[src/rtl/websocket_client_frame_encoder_macros.svh]
// Assertion helpers for the frame encoder.
`ifndef WEBSOCKET_CLIENT_FRAME_ENCODER_MACROS_SVH
`define WEBSOCKET_CLIENT_FRAME_ENCODER_MACROS_SVH

// Check a property on every rising clock edge outside reset.
`define WSENC_ASSERT(label, prop, msg) \
   label: assert property (@(posedge clock) disable iff (reset) (prop)) else $error(msg);

// Check that a condition leads to a consequence on the next edge.
`define WSENC_ASSERT_NEXT(label, cond, cons, msg) \
   label: assert property (@(posedge clock) disable iff (reset) (cond) |=> (cons)) \
      else $error(msg);

`endif

[src/rtl/wsenc_pkg.sv]
`default_nettype none

package wsenc_pkg;

   typedef enum logic {
      KIND_START = 1'b0,
      KIND_DATA  = 1'b1
   } kind_type;

   typedef enum logic [1:0] {
      FORM_LEN7  = 2'd0,
      FORM_LEN16 = 2'd1,
      FORM_LEN64 = 2'd2
   } len_form_type;

   typedef struct packed {
      logic [7:0] out_byte;
      logic       frame_end;
   } rsp_beat_type;

   localparam int unsigned HDR_IDX_W = 4;

   localparam logic [7:0]  FIN_BIT    = 8'h80;
   localparam logic [7:0]  MASK_BIT   = 8'h80;
   localparam logic [3:0]  OPCODE_MSK = 4'hF;
   localparam logic [31:0] LEN_MAX7   = 32'd125;
   localparam logic [31:0] LEN_MAX16  = 32'hFFFF;
   localparam logic [6:0]  LEN_MARK16 = 7'd126;
   localparam logic [6:0]  LEN_MARK64 = 7'd127;

   localparam logic [HDR_IDX_W-1:0] KEY_BASE_LEN7  = 4'd2;
   localparam logic [HDR_IDX_W-1:0] KEY_BASE_LEN16 = 4'd4;
   localparam logic [HDR_IDX_W-1:0] KEY_BASE_LEN64 = 4'd10;

   function automatic logic [7:0] key_byte(input logic [31:0] key, input logic [1:0] pos);
      logic [7:0] b;
      case (pos)
         2'd0:    b = key[31:24];
         2'd1:    b = key[23:16];
         2'd2:    b = key[15:8];
         default: b = key[7:0];
      endcase
      return b;
   endfunction

   function automatic logic [HDR_IDX_W-1:0] key_base(input len_form_type form);
      logic [HDR_IDX_W-1:0] kb;
      case (form)
         FORM_LEN7:  kb = KEY_BASE_LEN7;
         FORM_LEN16: kb = KEY_BASE_LEN16;
         default:    kb = KEY_BASE_LEN64;
      endcase
      return kb;
   endfunction

   function automatic logic [HDR_IDX_W-1:0] hdr_last(input len_form_type form);
      return key_base(form) + HDR_IDX_W'(3);
   endfunction

   function automatic len_form_type classify(input logic [31:0] len);
      len_form_type f;
      if (len <= LEN_MAX7) begin
         f = FORM_LEN7;
      end else if (len <= LEN_MAX16) begin
         f = FORM_LEN16;
      end else begin
         f = FORM_LEN64;
      end
      return f;
   endfunction

   // header byte at position idx, from the second byte on
   function automatic logic [7:0] hdr_byte(input len_form_type form,
                                           input logic [HDR_IDX_W-1:0] idx,
                                           input logic [31:0] len,
                                           input logic [31:0] key);
      logic [HDR_IDX_W-1:0] kb;
      logic [HDR_IDX_W-1:0] koff;
      logic [7:0]           b;
      kb   = key_base(form);
      koff = idx - kb;
      b    = 8'h00;
      if (idx >= kb) begin
         b = key_byte(key, koff[1:0]);
      end else begin
         case (form)
            FORM_LEN7: begin
               b = MASK_BIT | {1'b0, len[6:0]};
            end
            FORM_LEN16: begin
               case (idx)
                  4'd1:    b = MASK_BIT | {1'b0, LEN_MARK16};
                  4'd2:    b = len[15:8];
                  default: b = len[7:0];
               endcase
            end
            default: begin
               case (idx)
                  4'd1:    b = MASK_BIT | {1'b0, LEN_MARK64};
                  4'd6:    b = len[31:24];
                  4'd7:    b = len[23:16];
                  4'd8:    b = len[15:8];
                  4'd9:    b = len[7:0];
                  default: b = 8'h00;
               endcase
            end
         endcase
      end
      return b;
   endfunction

endpackage

`default_nettype wire

[src/rtl/wsenc_rsp_skid.sv]
`default_nettype none

module wsenc_rsp_skid (
   input  wire logic                  clock,
   input  wire logic                  reset,
   input  wire logic                  beat_valid,
   input  wire wsenc_pkg::rsp_beat_type beat,
   output logic                       beat_room,
   output logic                       rsp_tvalid,
   input  wire logic                  rsp_tready,
   output wsenc_pkg::rsp_beat_type    rsp_beat
);

   logic                    out_valid_ff, out_valid_in;
   wsenc_pkg::rsp_beat_type out_beat_ff, out_beat_in;
   logic                    skid_valid_ff, skid_valid_in;
   wsenc_pkg::rsp_beat_type skid_beat_ff, skid_beat_in;
   logic                    out_free;

   assign beat_room  = !skid_valid_ff;
   assign rsp_tvalid = out_valid_ff;
   assign rsp_beat   = out_beat_ff;
   assign out_free   = !out_valid_ff || rsp_tready;

   always_comb begin
      out_valid_in  = out_valid_ff;
      out_beat_in   = out_beat_ff;
      skid_valid_in = skid_valid_ff;
      skid_beat_in  = skid_beat_ff;
      if (out_free) begin
         if (skid_valid_ff) begin
            out_valid_in  = 1'b1;
            out_beat_in   = skid_beat_ff;
            skid_valid_in = 1'b0;
         end else if (beat_valid) begin
            out_valid_in = 1'b1;
            out_beat_in  = beat;
         end else begin
            out_valid_in = 1'b0;
         end
      end else if (beat_valid) begin
         skid_valid_in = 1'b1;
         skid_beat_in  = beat;
      end
   end

   always_ff @(posedge clock) begin
      if (reset) begin
         out_valid_ff  <= 1'b0;
         skid_valid_ff <= 1'b0;
      end else begin
         out_valid_ff  <= out_valid_in;
         skid_valid_ff <= skid_valid_in;
      end
      out_beat_ff  <= out_beat_in;
      skid_beat_ff <= skid_beat_in;
   end

`include "websocket_client_frame_encoder_macros.svh"

   `WSENC_ASSERT(a_skid_behind_out, !skid_valid_ff || out_valid_ff, "skid full with empty output")
   `WSENC_ASSERT_NEXT(a_skid_drains, skid_valid_ff && rsp_tready, !skid_valid_ff, "skid not drained")
   `WSENC_ASSERT_NEXT(a_stall_keeps, out_valid_ff && !rsp_tready, out_valid_ff, "response lost")

endmodule

`default_nettype wire

[src/rtl/websocket_client_frame_encoder.sv]
`default_nettype none

// Masked client WebSocket frame encoder. A start request (tuser 0) emits the
// frame header one byte per cycle while the output buffer has room: 6 bytes
// for lengths up to 125, 8 bytes up to 65535, 14 bytes above, ending with
// the four masking key bytes; req_tready stays low while the header after its
// first byte goes out, so a start holds the input until the header is done.
// A payload request (tuser 1) yields one masked byte; rsp_tlast marks the
// last byte of the frame, or the last key byte of an empty frame. Payload
// requests outside a frame are dropped, and a start abandons an open frame.
// A two-entry output buffer decouples req_tready from rsp_tready.

module websocket_client_frame_encoder (
   input  wire logic        clock,
   input  wire logic        reset,
   input  wire logic        req_tvalid,
   output logic             req_tready,
   // frame_opcode[3:0], payload_length[35:4], masking_key[67:36],
   // data_byte[75:68], zero[79:76]
   input  wire logic [79:0] req_tdata,
   // kind[0]
   input  wire logic        req_tuser,
   output logic             rsp_tvalid,
   input  wire logic        rsp_tready,
   // out_byte[7:0]
   output logic [7:0]       rsp_tdata,
   output logic             rsp_tlast
);

   logic [3:0]  req_opcode;
   logic [31:0] req_length;
   logic [31:0] req_key;
   logic [7:0]  req_data;
   logic        req_fire;
   logic        pay_fire;

   logic                                 hdr_active_ff, hdr_active_in;
   logic [wsenc_pkg::HDR_IDX_W-1:0]      hdr_idx_ff, hdr_idx_in;
   logic [wsenc_pkg::HDR_IDX_W-1:0]      hdr_last_idx;
   wsenc_pkg::len_form_type              form_ff, form_in;
   logic [31:0]                          bytes_left_ff, bytes_left_in;
   logic [1:0]                           mask_phase_ff, mask_phase_in;
   logic [31:0]                          key_store_ff, key_store_in;
   logic                                 in_frame_ff, in_frame_in;

   logic                    emit_valid;
   wsenc_pkg::rsp_beat_type emit_beat;
   logic                    emit_room;
   wsenc_pkg::rsp_beat_type rsp_beat;

   assign req_opcode = req_tdata[3:0];
   assign req_length = req_tdata[35:4];
   assign req_key    = req_tdata[67:36];
   assign req_data   = req_tdata[75:68];

   assign req_tready   = !hdr_active_ff && emit_room;
   assign req_fire     = req_tvalid && req_tready;
   assign hdr_last_idx = wsenc_pkg::hdr_last(form_ff);
   assign pay_fire     = req_fire && in_frame_ff &&
                         (wsenc_pkg::kind_type'(req_tuser) == wsenc_pkg::KIND_DATA);

   always_comb begin
      hdr_active_in = hdr_active_ff;
      hdr_idx_in    = hdr_idx_ff;
      form_in       = form_ff;
      bytes_left_in = bytes_left_ff;
      mask_phase_in = mask_phase_ff;
      key_store_in  = key_store_ff;
      in_frame_in   = in_frame_ff;
      emit_valid    = 1'b0;
      emit_beat     = '0;
      if (hdr_active_ff) begin
         if (emit_room) begin
            emit_valid         = 1'b1;
            emit_beat.out_byte = wsenc_pkg::hdr_byte(form_ff, hdr_idx_ff, bytes_left_ff,
                                                     key_store_ff);
            if (hdr_idx_ff == hdr_last_idx) begin
               emit_beat.frame_end = (bytes_left_ff == 32'd0);
               hdr_active_in       = 1'b0;
            end else begin
               hdr_idx_in = hdr_idx_ff + wsenc_pkg::HDR_IDX_W'(1);
            end
         end
      end else if (req_fire) begin
         if (wsenc_pkg::kind_type'(req_tuser) == wsenc_pkg::KIND_START) begin
            emit_valid         = 1'b1;
            emit_beat.out_byte = wsenc_pkg::FIN_BIT | {4'h0, req_opcode & wsenc_pkg::OPCODE_MSK};
            hdr_active_in      = 1'b1;
            hdr_idx_in         = wsenc_pkg::HDR_IDX_W'(1);
            form_in            = wsenc_pkg::classify(req_length);
            bytes_left_in      = req_length;
            mask_phase_in      = 2'd0;
            key_store_in       = req_key;
            in_frame_in        = (req_length != 32'd0);
         end else if (in_frame_ff) begin
            emit_valid          = 1'b1;
            emit_beat.out_byte  = req_data ^ wsenc_pkg::key_byte(key_store_ff, mask_phase_ff);
            emit_beat.frame_end = (bytes_left_ff == 32'd1);
            bytes_left_in       = bytes_left_ff - 32'd1;
            mask_phase_in       = mask_phase_ff + 2'd1;
            if (bytes_left_ff == 32'd1) begin
               in_frame_in = 1'b0;
            end
         end
      end
   end

   always_ff @(posedge clock) begin
      if (reset) begin
         hdr_active_ff <= 1'b0;
         hdr_idx_ff    <= '0;
         form_ff       <= wsenc_pkg::FORM_LEN7;
         bytes_left_ff <= '0;
         mask_phase_ff <= '0;
         key_store_ff  <= '0;
         in_frame_ff   <= 1'b0;
      end else begin
         hdr_active_ff <= hdr_active_in;
         hdr_idx_ff    <= hdr_idx_in;
         form_ff       <= form_in;
         bytes_left_ff <= bytes_left_in;
         mask_phase_ff <= mask_phase_in;
         key_store_ff  <= key_store_in;
         in_frame_ff   <= in_frame_in;
      end
   end

   wsenc_rsp_skid u_rsp_skid (
      .clock      (clock),
      .reset      (reset),
      .beat_valid (emit_valid),
      .beat       (emit_beat),
      .beat_room  (emit_room),
      .rsp_tvalid (rsp_tvalid),
      .rsp_tready (rsp_tready),
      .rsp_beat   (rsp_beat)
   );

   assign rsp_tdata = rsp_beat.out_byte;
   assign rsp_tlast = rsp_beat.frame_end;

`include "websocket_client_frame_encoder_macros.svh"

   `WSENC_ASSERT(a_hdr_blocks_req, !hdr_active_ff || !req_tready, "request taken during header")
   `WSENC_ASSERT(a_hdr_idx_range, !hdr_active_ff || hdr_idx_ff <= hdr_last_idx, "header overrun")
   `WSENC_ASSERT(a_frame_has_bytes, !in_frame_ff || (bytes_left_ff != 32'd0), "open frame with no bytes left")
   `WSENC_ASSERT(a_phase_step, !pay_fire || mask_phase_in == mask_phase_ff + 2'd1, "phase stuck")

endmodule

`default_nettype wire
[config.mk]
export PLATFORM = sky130hd
export DESIGN_NAME = websocket_client_frame_encoder
export DESIGN_NICKNAME = d
export VERILOG_FILES = /design/src/rtl/wsenc_pkg.sv /design/src/rtl/wsenc_rsp_skid.sv /design/src/rtl/websocket_client_frame_encoder.sv
export VERILOG_INCLUDE_DIRS = /design/src /design/src/rtl
export SDC_FILE = /design/constraint.sdc
export NUM_CORES = 1
export LEC_CHECK = 0
export BUFFER_PORTS_ARGS = -buffer_cell sky130_fd_sc_hd__buf_4
export CORE_MARGIN = 1
export CORE_UTILIZATION = 58
export CTS_CLUSTER_DIAMETER = 60
export DETAILED_ROUTE_END_ITERATION = 8
export GPL_ROUTABILITY_DRIVEN = 0
export PLACE_DENSITY = 0.81
export SYNTH_ARGS = -nofsm -noshare
export SYNTH_HDL_FRONTEND = slang
export SYNTH_SLANG_ARGS = --single-unit
[constraint.sdc]
create_clock -name clock -period 3.25 [get_ports clock]
set_input_delay 0.325 -clock clock [delete_from_list [all_inputs] [get_ports clock]]
set_output_delay 0.325 -clock clock [all_outputs]
set_load 0.01 [all_outputs]
* Word level (Yosys, flattened, before mapping) *
Index checks and enable logic that the tools add are counted.

word-level totals
  register bits = 94
  bits of input ports = 85
  word-level logic and storage cells = 110

cells by class
  $add $sub $neg = 5
  $lt $le $gt $ge = 3
  equality and inequality tests = 17
  muxes and demuxes = 48
  bitwise gates (word level) = 4
  reductions and logical operators = 20

operators with widths
  cell                     number
  $mux W32                 2
  $mux W9                  6
  $mux W8                  6
  $pmux W8 S3              2
  $pmux W8 S5              1
  $eq A32 B1 Y1 const B    1
  $le A32 B16 Y1 const B   1
  $le A32 B7 Y1 const B    1
  $logic_not A32 Y1        1
  $pmux W8 S2              2
  $reduce_bool A32 Y1      1
  $sub A32 B1 Y32 const B  1
  $mux W4                  7
  $mux W1                  17
  $eq A4 B3 Y1 const B     2
  $eq A4 B4 Y1 const B     2
  $mux W2                  4
  $pmux W4 S2              1
  $xor A8 B8 Y8            1
  $eq A2 B1 Y1 const B     3
  $logic_not A2 Y1         3
  $reduce_and A2 Y1        3
  $reduce_and A3 Y1        2
  $add A4 B1 Y4 const B    1
  other kinds (17)         26

* Depth between registers and ports, before layout *
  depth after elaboration = 13
  gate-level depth with buffers = 11

* Modules after synthesis *
Synthesis repeated with hierarchy kept, for this count alone.

second synthesis, totals
  cell total of the unflattened synthesis = 714
  area total of the unflattened synthesis = 5876.9 µm²

modules (own cells, without submodules)
  module                          times used  cells each  area an instance (µm²)
  websocket_client_frame_encoder  1           676         5114.9
  wsenc_rsp_skid                  1           38          762.0

* Worst setup path after synthesis *
Ideal clock, no wire load.

  path kind = flip-flop to flip-flop
  start = register form_ff[0]
  end = register u_rsp_skid.out_beat_ff, in the netlist u_rsp_skid.rsp_beat[3] (data pin)
  setup time = 271 ps
  arrival time = 2526 ps
  data required time = 2979 ps
  path slack = 453 ps
  cell stages (with the launch flop) = 12
  path buffers = 3
  period minus slack after synthesis = 2797 ps
  cells stage by stage = dfxtp_1 nor2b_1 inv_1 ha_1 clkbuf_1 nor2b_1 clkbuf_1 o221a_2 or2_0 clkbuf_1 o311ai_1 a31oi_1

between the ends
  longest elaborated chain between the ends = 12

RTL lines
  element                                                  line                                   RTL
  start, declared                                          websocket_client_frame_encoder.sv:40   wsenc_pkg::len_form_type form_ff, form_in;
  start signal, assigned                                   websocket_client_frame_encoder.sv:112  form_ff <= wsenc_pkg::FORM_LEN7;
  start signal, assigned                                   websocket_client_frame_encoder.sv:120  form_ff <= form_in;
  $eq A2 B1 Y1 / $logic_not A2 Y1 (equally long branches)  wsenc_pkg.sv:48, wsenc_pkg.sv:86
  $pmux W4 S2                                              wsenc_pkg.sv:48                        case (form)
  $mux W4                                                  websocket_client_frame_encoder.sv:73   if (emit_room) begin
  $mux W4                                                  websocket_client_frame_encoder.sv:72   if (hdr_active_ff) begin
  $sub A2 B2 Y2                                            wsenc_pkg.sv:81                        koff = idx - kb;
  $eq A2 B2 Y1 (tied with other cells)                     wsenc_pkg.sv:37                        case (pos)
  $pmux W8 S3                                              wsenc_pkg.sv:37
  $mux W8 *                                                wsenc_pkg.sv:83                        if (idx >= kb) begin
  $mux W9 *                                                websocket_client_frame_encoder.sv:73
  $mux W9 *                                                websocket_client_frame_encoder.sv:72
  $mux W9 *                                                wsenc_rsp_skid.sv:35                   end else if (beat_valid) begin
  $mux W9 *                                                wsenc_rsp_skid.sv:31                   if (skid_valid_ff) begin
  end signal, assigned                                     wsenc_rsp_skid.sv:55                   out_beat_ff <= out_beat_in;
  end, declared                                            wsenc_rsp_skid.sv:15                   wsenc_pkg::rsp_beat_type out_beat_ff, out_beat_in;

Every way passes the cells marked *; elsewhere a longest branch is shown, timed or not. The select of a mux whose other input is x is not followed.
A chain may end at the register's enable or synchronous reset.

* Worst setup path after layout *
Same ends and word-level chain as after synthesis.

==> flow_metrics.env <==
export IMPL_synthSimpleGateAreaFrac=0.251
export IMPL_p_int_mw=1.89
export IMPL_holdBufCountCts=0
export IMPL_power_switching_mw=1.03
export IMPL_die_h_um=104
export IMPL_yosys_top_cells_area="dfxtp_1 (25%), edfxtp_1 (9.0%), nand2_1 (6.6%)"
export IMPL_synth_compound_area_frac=0.281
export IMPL_antennaDiodeCount=0
export IMPL_final_max_slew_viol_count=0
export IMPL_synth_seq_cells=94
export IMPL_reg2reg_depth=8
export IMPL_final_cells=933
export IMPL_swShare=0.353
export IMPL_die_w_um=104
export IMPL_clk_latency_ns=0.40
export IMPL_fin_crit_sh=0.922
export IMPL_crit_type="reg2reg"
export IMPL_ys_types=76
export IMPL_yosysMostFrequentCell="nand2_1"
export IMPL_synthMuxAreaShare=0.0170
export IMPL_fmaxAchievable_ghz=0.334
export IMPL_port_buffers=91
export IMPL_path_clk_slew_ns=0.12
export IMPL_vias_per_cell=6.66
export IMPL_synthFlopType="dfxtp_1"
export IMPL_setup_viol=0
export IMPL_synth_top_cells_by_count="nand2_1 (106), dfxtp_1 (76), nor2_1 (58), a21oi_1 (55), clkbuf_1 (55)"
export IMPL_avgSynthCellArea_um2=8.08
export IMPL_synth_top_family_by_area="compound AO/OA/AOI/OAI gates"
export IMPL_cts_sinks=94
export IMPL_post_route_min_period_ns=3.00
export IMPL_num_rows=36
export IMPL_rsz0062_at_grt="false"
export IMPL_drt_first_iter_violations=869
export IMPL_power_density_nw_per_um2=424
export IMPL_cp_required_ns=3.40
export IMPL_syn_inst=745
export IMPL_start_kind="flop"
export IMPL_power_leakage_nw=2.54
export IMPL_finClkSkew_ns=0.0166
export IMPL_synth_edf_count=18
export IMPL_drive_gt1_frac=0.200
export IMPL_h_tree_depth=3
export IMPL_slowest_delay_ns=0.47
export IMPL_tightest_slew_ns=0.956
export IMPL_relSlewSlack=0.363
export IMPL_synthAdderAreaFrac=0.0353
export IMPL_drt_total_wl_um=17700
export IMPL_finalNetCount=897
export IMPL_clock_path_buffers=2
export IMPL_crit_chain="nor2b_1 -> inv_1 -> ha_1 -> nor2b_2 -> o221a_2 -> or2_1 -> o311ai_1 -> a31oi_1"
export IMPL_ios=96
export IMPL_crit_arrival_ns=3.14
export IMPL_hpwl_um=12700
export IMPL_ant_nets=0
export IMPL_synth_xor_area_frac=0.0160
export IMPL_placedCellCount=917
export IMPL_yosys_area_top_type="dfxtp_1"
export IMPL_cts_tree="done"
export IMPL_grt_max_degree=79
export IMPL_gr_usage_all_layers=0.330
export IMPL_critPathMaxFanout=9
export IMPL_grt_first_pass_wirelength_um=28800
export IMPL_yosysSeqAreaShare=0.343
export IMPL_core_area_um2=9910
export IMPL_cts_root_buf="clkbuf_8"
export IMPL_cts_buffers=9
export IMPL_fin_setup_tns_ns=0
export IMPL_grt_overflow=0
export IMPL_ir_drop_uv=306
export IMPL_dieArea_um2=10800
export IMPL_antenna_found_initial=0
export IMPL_synth_nets=847
export IMPL_drt_drc_violations_left=0
export IMPL_worst_path_max_delay_cell="dfxtp_1"
export IMPL_comb_power_share=0.263
export IMPL_whs_path_depth=3
export IMPL_wl_per_cell_um=19.0
export IMPL_yosys_area_top_type_share=0.253
export IMPL_grt_pass1_vias=5703
export IMPL_dr_pass1_iters=6
export IMPL_end_kind="flop"
export IMPL_num_vias=6211
export IMPL_area_delta_synth_final_pct=14.4
export IMPL_p_clk_frac=0.270
export IMPL_max_cap_violations=0
export IMPL_syn_cell_area_um2=6020
export IMPL_hold_viol_final=0
export IMPL_start_util=0.607
export IMPL_async_reset_ff_frac=0
export IMPL_yosysWarnings=0
export IMPL_p_seq_frac=0.467
export IMPL_hold_class="in2reg"
export IMPL_outcome="completed"
-- cells in the final DEF, fill, tap and decap left out, types with 5 or more instances in the layout --
cell type / count
a211oi_1: 17
a21bo_2: 8
a21o_1: 6
a21oi_1: 54
a221oi_1: 7
a222oi_1: 16
a22oi_1: 19
a31oi_1: 11
a32oi_1: 5
buf_4: 102
clkbuf_8: 9
dfxtp_1: 76
edfxtp_1: 18
ha_1: 17
inv_1: 21
mux2i_1: 8
nand2_1: 106
nand2b_1: 13
nand3_1: 7
nand4_1: 11
nor2_1: 58
nor2b_1: 10
nor3_1: 21
nor4_1: 13
o211ai_1: 6
o21ai_0: 27
o22ai_1: 11
o311ai_1: 5
o31ai_1: 5
or2_2: 6
or3_1: 7
or4_1: 7
xor2_1: 11
-- layout make-up --
cell class / count / area [um^2]
multi-input combinational: 567 / 3630
fill: 824 / 3020
sequential: 94 / 2060
timing repair buffer: 102 / 766
tap: 133 / 166
clock buffer: 9 / 124
inverter: 21 / 78.8
clock inverter: 7 / 65.1
-- final timing paths --
| kind | start | end | slack [ns] |
|---|---|---|---|
| worst max-delay path | form_ff[0] | u_rsp_skid.rsp_beat[3] | 0.25 |
| worst min-delay path | req_tdata[49] | key_store_ff[13] | 0.16 |
| worst max register to register | form_ff[0] | u_rsp_skid.rsp_beat[3] | 0.25 |
| worst min register to register | key_store_ff[7] | key_store_ff[7] | 0.48 |
-- repair_timing --
action | in CTS | in global routing
setup endpoints to repair | 0 | 16
buffers inserted | 0 | 0
resized for setup | 0 | 2
endpoints found under the hold margin | 0 | 0
-- power groups by stage --
| stage | sequential [mW] | clock, mW | combinational, mW |
|---|---|---|---|
| after floorplan | 1.35 | 0 | 0.526 |
| after global placement | 1.38 | 0 | 0.728 |
| after detailed placement | 1.39 | 0 | 0.748 |
| after CTS | 1.36 | 0.781 | 0.751 |
| after global routing | 1.37 | 0.835 | 0.836 |
| final | 1.36 | 0.787 | 0.769 |
-- stage by stage --
step / utilization / worst slack, ns / area [um^2] / hold slack [ns] / power [mW]
global route: 0.695 / 0.0797 / 6890 / 0.162 / 3.05
floorplan: - / 0.453 / 6020 / 0.436 / 1.88
global placement: 0.676 / 0.263 / 6700 / 0.449 / 2.11
finish: 0.695 / 0.254 / 6890 / 0.157 / 2.92
detailed placement: 0.676 / 0.137 / 6700 / 0.457 / 2.13
CTS: 0.695 / 0.0756 / 6890 / 0.164 / 2.89
-- metal layers --
metal	track usage	up-vias	part of all wire
met5	0	-	0
met4	0.122	0	0.025
met3	0.0827	54	0.12
met2	0.483	416	0.44
met1	0.468	2854	0.41
li1	-	2887	-
-- worst max-delay path: cells and delay by family (launching register included) --
family | cells | cell delay [ns]
compound gates | 3 | 0.90
simple gates | 3 | 0.85
flops | 1 | 0.47
fa+ha+maj | 1 | 0.42
buf+inv | 1 | 0.11
-- state kept, by name, indices dropped and copies added (netlist names) --
register / flops
bytes_left_ff: 32
form_ff: 2
hdr_active_ff: 1
hdr_idx_ff: 4
in_frame_ff: 1
key_store_ff: 32
mask_phase_ff: 2
u_rsp_skid.rsp_beat: 9
u_rsp_skid.rsp_tvalid: 1
u_rsp_skid.skid_beat_ff: 9
u_rsp_skid.skid_valid_ff: 1
-- cell families (layout without fill, tap and decap cells) --
family,Yosys count,count (layout)
mux,10,10
fa+ha+maj,17,17
compound gates,236,236
buf+inv,84,139
xor+xnor,11,11
simple gates,293,293
flops,94,94
(Power assumes the default switching activity.)
